[config.mk]
export PLATFORM = sky130hd
export DESIGN_NAME = key_off_power_sequencer
export DESIGN_NICKNAME = d
export VERILOG_FILES = /design/src/kops_pkg.sv /design/src/kops_key_filter.sv /design/src/kops_shutdown_ctrl.sv /design/src/key_off_power_sequencer.sv
export SDC_FILE = /design/constraint.sdc
export NUM_CORES = 1
export LEC_CHECK = 0
export BUFFER_PORTS_ARGS = -buffer_cell sky130_fd_sc_hd__buf_2
export CORE_ASPECT_RATIO = 0.7
export CORE_UTILIZATION = 40
export CTS_CLUSTER_SIZE = 30
export DETAILED_ROUTE_END_ITERATION = 8
export MAX_ROUTING_LAYER = met4
export PLACE_DENSITY = 0.67
export SYNTH_ARGS = -nofsm -noshare
export SYNTH_HDL_FRONTEND = slang
export SYNTH_SLANG_ARGS = --single-unit
export TNS_END_PERCENT = 10
[constraint.sdc]
create_clock -name clk -period 10.44 [get_ports clk]
set_input_delay 0 -clock clk [delete_from_list [all_inputs] [get_ports clk]]
set_output_delay 0 -clock clk [all_outputs]
set_load 0.03 [all_outputs]
[src/kops_pkg.sv]
`timescale 1ns / 1ps
// kops_pkg: shared types and constants for the key-off power sequencer
// no dependencies

package kops_pkg;

  localparam int CFG_W      = 16;
  localparam int CFG_IDX_W  = 8;
  localparam int S_DATA_W   = 8;
  localparam int M_DATA_W   = 8;

  localparam logic [CFG_IDX_W-1:0] REG_DEBOUNCE       = 8'd0;
  localparam logic [CFG_IDX_W-1:0] REG_MAX_WAIT       = 8'd1;
  localparam logic [CFG_IDX_W-1:0] REG_SHUTDOWN_DELAY = 8'd2;
  localparam logic [CFG_IDX_W-1:0] REG_RETRY          = 8'd3;

  localparam logic [CFG_W-1:0] DEBOUNCE_RST       = 16'd500;
  localparam logic [CFG_W-1:0] MAX_WAIT_RST       = 16'd30000;
  localparam logic [CFG_W-1:0] SHUTDOWN_DELAY_RST = 16'd15000;
  localparam logic [CFG_W-1:0] RETRY_RST          = 16'd1000;

  typedef struct packed {
    logic key_sense_raw;
    logic charge_session_active;
    logic controller_off;
    logic gateway_response_sent;
    logic gateway_request_pending;
    logic notice_link_ready;
  } tick_in_t;

  typedef struct packed {
    logic stable_low;
    logic stable_high;
    logic wait_expired;
  } key_status_t;

  typedef struct packed {
    logic aux_relay_on;
    logic display_relay_on;
    logic notice_attempt;
    logic notice_delivered;
    logic sleep_request;
  } tick_out_t;

endpackage

[src/kops_key_filter.sv]
`timescale 1ns / 1ps
// kops_key_filter: two-way debounce of the key sense line and key-off wait timer
// depends on kops_pkg

module kops_key_filter import kops_pkg::*; #(
  parameter int TIMER_BITS = 16
) (
  input  logic             clk,
  input  logic             rst,
  input  logic             step,
  input  logic             key,
  input  logic [CFG_W-1:0] debounce_ms,
  input  logic [CFG_W-1:0] max_wait_ms,
  output key_status_t      status
);

  localparam int CW = (TIMER_BITS > CFG_W) ? TIMER_BITS : CFG_W;

  logic [TIMER_BITS-1:0] ticks_high;
  logic [TIMER_BITS-1:0] ticks_low;
  logic [TIMER_BITS-1:0] high_inc;
  logic [TIMER_BITS-1:0] low_inc;

  always_comb begin
    high_inc = (ticks_high == '1) ? ticks_high : ticks_high + 1'b1;
    low_inc  = (ticks_low == '1) ? ticks_low : ticks_low + 1'b1;
    status.stable_low   = !key && (CW'(high_inc) > CW'(debounce_ms));
    status.stable_high  = key && (CW'(low_inc) > CW'(debounce_ms));
    status.wait_expired = CW'(high_inc) >= CW'(max_wait_ms);
  end

  always_ff @(posedge clk) begin
    if (rst) begin
      ticks_high <= '0;
      ticks_low  <= '0;
    end else if (step) begin
      ticks_high <= key ? '0 : high_inc;
      ticks_low  <= key ? low_inc : '0;
    end
  end

endmodule

[src/kops_shutdown_ctrl.sv]
`timescale 1ns / 1ps
// kops_shutdown_ctrl: aux and display relays, shutdown notice retries and sleep decision
// depends on kops_pkg

module kops_shutdown_ctrl import kops_pkg::*; #(
  parameter int TIMER_BITS = 16
) (
  input  logic             clk,
  input  logic             rst,
  input  logic             step,
  input  tick_in_t         tick,
  input  key_status_t      status,
  input  logic [CFG_W-1:0] shutdown_delay_ms,
  input  logic [CFG_W-1:0] retry_ms,
  output tick_out_t        result
);

  localparam int CW = (TIMER_BITS > CFG_W) ? TIMER_BITS : CFG_W;

  logic [TIMER_BITS-1:0] ticks_attempt;
  logic [TIMER_BITS-1:0] ticks_notice;
  logic                  notice_done;
  logic                  display_relay;

  logic [TIMER_BITS-1:0] attempt_inc;
  logic [TIMER_BITS-1:0] notice_inc;
  logic [TIMER_BITS-1:0] ticks_attempt_next;
  logic [TIMER_BITS-1:0] ticks_notice_next;
  logic                  notice_done_next;
  logic                  display_relay_next;
  logic                  attempt;
  logic                  delivered;

  always_comb begin
    attempt_inc        = (ticks_attempt == '1) ? ticks_attempt : ticks_attempt + 1'b1;
    notice_inc         = (ticks_notice == '1) ? ticks_notice : ticks_notice + 1'b1;
    ticks_attempt_next = attempt_inc;
    ticks_notice_next  = notice_inc;
    notice_done_next   = notice_done;
    display_relay_next = display_relay;
    attempt            = 1'b0;
    delivered          = 1'b0;
    if (status.stable_high) begin
      display_relay_next = 1'b1;
      notice_done_next   = 1'b0;
    end else if (status.stable_low && display_relay) begin
      if (status.wait_expired) begin
        display_relay_next = 1'b0;
      end else if (!notice_done) begin
        if (CW'(attempt_inc) >= CW'(retry_ms)) begin
          ticks_attempt_next = '0;
          attempt            = 1'b1;
          if (tick.notice_link_ready) begin
            delivered         = 1'b1;
            notice_done_next  = 1'b1;
            ticks_notice_next = '0;
          end
        end
      end else if (CW'(notice_inc) >= CW'(shutdown_delay_ms)) begin
        display_relay_next = 1'b0;
      end
    end

    result.aux_relay_on     = status.stable_high || tick.charge_session_active;
    result.display_relay_on = display_relay_next;
    result.notice_attempt   = attempt;
    result.notice_delivered = delivered;
    result.sleep_request    = !tick.key_sense_raw && tick.controller_off &&
                              !display_relay_next &&
                              (tick.gateway_response_sent ||
                               (!tick.gateway_request_pending && status.stable_low));
  end

  always_ff @(posedge clk) begin
    if (rst) begin
      ticks_attempt <= '1;
      ticks_notice  <= '0;
      notice_done   <= 1'b0;
      display_relay <= 1'b0;
    end else if (step) begin
      ticks_attempt <= ticks_attempt_next;
      ticks_notice  <= ticks_notice_next;
      notice_done   <= notice_done_next;
      display_relay <= display_relay_next;
    end
  end

endmodule

[src/key_off_power_sequencer.sv]
`timescale 1ns / 1ps
// key_off_power_sequencer: top level, input register, config registers, result register
// depends on kops_pkg, kops_key_filter, kops_shutdown_ctrl

// One tick item in, one result item out, sustained at one item per clock while m_tready
// holds. A tick transfer is captured in an input register, evaluated against the timer
// state by short logic and written to the output register, which offers the result
// until it transfers; a stalled output holds the tick in the input register. The output
// register lets a new tick enter while the previous result waits. All timers are
// TIMER_BITS wide and saturate at all ones.
// Configuration writes are accepted every cycle and should only be issued while
// the block is idle.

module key_off_power_sequencer import kops_pkg::*; #(
  parameter int TIMER_BITS = 16
) (
  input  logic                 clk,
  input  logic                 rst,
  input  logic                 s_tvalid,
  output logic                 s_tready,
  // key_sense_raw, charge_session_active, controller_off, gateway_response_sent,
  // gateway_request_pending, notice_link_ready, zero fill
  input  logic [S_DATA_W-1:0]  s_tdata,
  output logic                 m_tvalid,
  input  logic                 m_tready,
  // aux_relay_on, display_relay_on, notice_attempt, notice_delivered,
  // sleep_request, zero fill
  output logic [M_DATA_W-1:0]  m_tdata,
  input  logic                 cfg_valid,
  output logic                 cfg_ready,
  input  logic [CFG_IDX_W-1:0] cfg_index,
  input  logic [CFG_W-1:0]     cfg_data
);

  logic [CFG_W-1:0] debounce_ms;
  logic [CFG_W-1:0] max_wait_ms;
  logic [CFG_W-1:0] shutdown_delay_ms;
  logic [CFG_W-1:0] retry_ms;

  logic        in_valid;
  tick_in_t    in_tick;
  tick_in_t    tick;
  logic        step;
  logic        out_load;
  key_status_t status;
  tick_out_t   result;
  tick_out_t   out_res;

  assign cfg_ready = 1'b1;

  always_ff @(posedge clk) begin
    if (rst) begin
      debounce_ms       <= DEBOUNCE_RST;
      max_wait_ms       <= MAX_WAIT_RST;
      shutdown_delay_ms <= SHUTDOWN_DELAY_RST;
      retry_ms          <= RETRY_RST;
    end else if (cfg_valid) begin
      case (cfg_index)
        REG_DEBOUNCE:       debounce_ms       <= cfg_data;
        REG_MAX_WAIT:       max_wait_ms       <= cfg_data;
        REG_SHUTDOWN_DELAY: shutdown_delay_ms <= cfg_data;
        REG_RETRY:          retry_ms          <= cfg_data;
        default: ;
      endcase
    end
  end

  // pipeline flow
  assign out_load = !m_tvalid || m_tready;
  assign step     = in_valid && out_load;
  assign s_tready = !in_valid || out_load;

  always_ff @(posedge clk) begin
    if (rst) begin
      in_valid <= 1'b0;
    end else if (s_tready) begin
      in_valid <= s_tvalid;
    end
  end

  always_ff @(posedge clk) begin
    if (s_tready && s_tvalid) begin
      in_tick <= tick_in_t'(s_tdata[5:0]);
    end
  end

  // tdata bit 0 lands in the last struct member
  assign tick.key_sense_raw           = in_tick.notice_link_ready;
  assign tick.charge_session_active   = in_tick.gateway_request_pending;
  assign tick.controller_off          = in_tick.gateway_response_sent;
  assign tick.gateway_response_sent   = in_tick.controller_off;
  assign tick.gateway_request_pending = in_tick.charge_session_active;
  assign tick.notice_link_ready       = in_tick.key_sense_raw;

  kops_key_filter #(
    .TIMER_BITS (TIMER_BITS)
  ) u_key_filter (
    .clk         (clk),
    .rst         (rst),
    .step        (step),
    .key         (tick.key_sense_raw),
    .debounce_ms (debounce_ms),
    .max_wait_ms (max_wait_ms),
    .status      (status)
  );

  kops_shutdown_ctrl #(
    .TIMER_BITS (TIMER_BITS)
  ) u_shutdown_ctrl (
    .clk               (clk),
    .rst               (rst),
    .step              (step),
    .tick              (tick),
    .status            (status),
    .shutdown_delay_ms (shutdown_delay_ms),
    .retry_ms          (retry_ms),
    .result            (result)
  );

  always_ff @(posedge clk) begin
    if (rst) begin
      m_tvalid <= 1'b0;
    end else if (out_load) begin
      m_tvalid <= in_valid;
    end
  end

  always_ff @(posedge clk) begin
    if (step) begin
      out_res <= result;
    end
  end

  assign m_tdata = {3'b000, out_res.sleep_request, out_res.notice_delivered,
                    out_res.notice_attempt, out_res.display_relay_on,
                    out_res.aux_relay_on};

endmodule

==> summary.md <==
| Metric | Value |
|---|---|
| Status | finished, violations left |
| Violated checks | DRC |
| Critical path cell sequence | and4_1 -> nand4_1 -> nor4_2 -> nor2_1 -> nand2_1 -> xnor2_1 -> ha_1 -> nand2_1 -> o21ai_0 -> a221oi_1 -> a31oi_1 -> and4b_1 -> buf_4 -> nor2_1 -> a221o_1 |
| Mux cell area share after synthesis | 0.0602 |
| Starting Density | 0.408 |
| Delay-heaviest family, CP | simple AND/OR/NAND/NOR gates |
| Sequential fraction of the synthesis area | 0.337 |
| CP max stage delay | approximately 0.6 ns |
| Vias in the first global route | a little under 7000 |
| Port bufs | between 40 and 50 |
| Max Cap Viol | 0 |
| VDD IR max | about 0.13 mV |
| Gr usage total | 0.212 |
| Final Core Density | 0.463 |
| Worst Reg2Reg Path Length in Cells | 15 |
| Post-synth top flop | dfxtp_1 |
| Via Count | 7712 |
| Largest family of logic cells by synthesized area | simple AND/OR/NAND/NOR gates |
| Max Fclk | 196 MHz |
| Hold crit path type | input port to flip-flop |
| CP max-delay cell | nor4_2 |
| Met1 Usage GRT | 0.310 |
| ANT cells | 0 |
| # DRC | 10 |
| Hold_buf cts | 25 |
| GR Util met2 | 0.293 |
| CP arrival | between 5 and 6 ns |
| Resize count post-CTS | 0 |
| Vias per cell | about 5.5 |
| First-pass GRT wire length | 36.8 mm |
| Netlist cell types | 66 |
| Worst Max-Slew Pin Slew | 1.06 ns |
| Avg WL per Cell | 16.4 um |
| GRT busiest layer | met1 |
| Initial antenna violation count | 0 |
| Final setup viols | 0 |
| DRT Wirelength | between 20 and 25 mm |
| Clk sinks | 143 |
| Total grt overflow | 0 |
| Setup TNS | 0 ns |
| Met3 GRT Util | 0.0335 |
| Crit Path Category | flip-flop to flip-flop |
| EDFF count, synth | 11 |
| RSZ-0062 raised after global routing | false |
| Hold Path Stages | 2 |
| # rows | 45 |
| GP Congestion | 0.833 |
| Final worst path period share | 0.489 |
| Largest net degree at the start of global routing | 55 |
| CTS tree | yes |
| Post-DP HPWL | about 16 mm |
| Final Hold Vio Count | 0 |
| Routed Antenna Nets | 0 |
| DRT iter0 DRCs | 541 |
| H-tree Lvls | 4 |
| Setup crit start kind | flip-flop |
| Period minus WS final | between 5 and 6 ns |
| Slew margin rel. | 0.293 |
| First-pass DRT Iterations | 7 |
| Syn. warnings | 0 |
| Critical path required time | 10.76 ns |
| Synth Instances | 1070 |
| Clock Skew | 0.00673 ns |
| FFs w/ async S/R, synth | 0 |
| Worst path bufs/invs | 1 |
| Synth Area in Adders | 0.119 |
| Xor and xnor area share after synthesis | 0.0526 |
| Final #Nets | 1229 |
| # IOs | 48 |
| Clock latency on the worst-skew pair | 0.43 ns |
| Top fanout value on the critical path | 28 |
| Die area | 0.0227 mm2 |
| Clock transition at path regs | about 0.060 ns |
| Mean Syn Cell Area | 8.24 um2 |
| Worst setup EP type | flip-flop |
| HP Start | rst |
| Die Y | 126 um |
| CP startpoint | u_key_filter.ticks_high[3] |
| Postcts setup bufs | 0 |
| Post-synthesis simple-gate area fraction | 0.212 |
| Compound-Gate Fraction of Synth Area | 0.159 |
| Fill cells | 2145 |
| Lkg Pwr | 4.36 nW |
| DIE WIDTH | 179 um |
| Clock Path Buffers | 2 |
| Share of layout cells above drive strength 1 | 0.0876 |
| Max-slew violation count | 0 |
| Mapped Area | about 0.0088 mm2 |
| Area growth, synth to finish | 13.6% |
| Cts bufs inserted | 17 |
| Root buffer selected by CTS | clkbuf_16 |
| WP depth | 15 |
| Pwr Density | between 100 and 150 mW/mm2 |
| Reg2reg start | u_key_filter.ticks_high[3] |
| Area of the core | 0.0216 mm2 |
| Flops & latches, synth | 143 |
[through the flow]
| step | power (mW) | hold WS, ns | instance area [um2] | cells | worst slack, ns |
|---|---|---|---|---|---|
| 6_report | 1.36 | 0.0597 | 10000 | 1401 | 5.33 |
| 5_1_grt | 1.42 | 0.0784 | 10000 | 1401 | 5.10 |
| 4_1_cts | 1.37 | 0.0580 | 10000 | 1401 | 5.45 |
| 3_5_place_dp | 0.763 | 0.178 | 9190 | 1346 | 5.45 |
| 3_3_place_gp | 0.758 | 0.177 | 9190 | 1346 | 5.52 |
| 2_1_floorplan | 0.719 | 0.0989 | 8820 | 1072 | 6.63 |
[cell usage after synthesis, types with 32 or more instances]
library cell / count / area (um2)
xnor2_1: 37 / 324
mux2i_1: 44 / 440
o21ai_0: 32 / 160
a21oi_1: 88 / 440
inv_1: 71 / 267
nand3_1: 43 / 215
dfxtp_1: 132 / 2640
clkbuf_1: 36 / 135
nor2_1: 90 / 338
ha_1: 84 / 1050
nand2_1: 120 / 450
[logic make-up after synthesis]
group                    count (synthesis)
adder cells (fa/ha/maj)                 84
buffers and inverters                  129
other                                    2
AND/OR/NAND/NOR                        384
AO/OA/AOI/OAI                          223
flip-flops                             143
XOR/XNOR                                53
multiplexers                            52
[state kept, by name (all words and copies together) (netlist names), 5 cells and up]
register,count
m_tdata,5
u_shutdown_ctrl.ticks_notice,16
max_wait_ms,16
u_key_filter.ticks_low,16
u_key_filter.ticks_high,16
in_tick,6
debounce_ms,16
u_shutdown_ctrl.ticks_attempt,16
retry_ms,16
shutdown_delay_ms,16
[metal layers]
| metal | wire (um) | vias up | part of all wire |
|---|---|---|---|
| met2 | 9190 | 194 | 0.40 |
| met3 | 1300 | 24 | 0.057 |
| met5 | 0 | - | 0 |
| met4 | 287 | 0 | 0.013 |
| met1 | 12200 | 3638 | 0.53 |
| li1 | - | 3856 | - |
[path summary, 6_finish.rpt]
check / to / slack, ns
max: u_shutdown_ctrl.ticks_attempt[8] / 5.33
min: debounce_ms[11] / 0.06
min reg2reg: shutdown_delay_ms[1] / 0.46
max reg2reg: u_shutdown_ctrl.ticks_attempt[8] / 5.33
[area by class of cell]
type	count	area, um2	share of cell area
Clock buffer	25	526	0.0524
Inverter	72	270	0.0270
Sequential cell	143	2970	0.297
Clock inverter	5	51.3	0.00512
Multi-Input combinational cell	800	5330	0.532
Tap cell	282	353	0.0352
Timing Repair Buffer	74	518	0.0517
[power by group]
group / leakage (nW) / switching (mW) / internal (mW)
clock network: 0.291 / 0.234 / 0.368
logic: 2.89 / 0.110 / 0.0753
registers: 1.17 / 0.0127 / 0.563
[layout by cell type, fill, tap and decap left out, drive strengths merged, types with 7 or more instances in the layout]
cell type and instances:
and4 13, edfxtp 11, dfxtp 132, inv 73
a21oi 88, xnor2 37, and3 15, nand4 23
buf 49, a21o 16, and2 8, nor2b 13
xor2 16, nand2 121, clkbuf 25, nand2b 7
dlygate4sd3 25, o21ai 44, a221o 9, nand3 43
nor2 90, mux2i 44, o211ai 21, a31oi 7
mux2 8, ha 84, or3 9, nor3 24
Note: power is estimated with default switching activity, not from simulation.
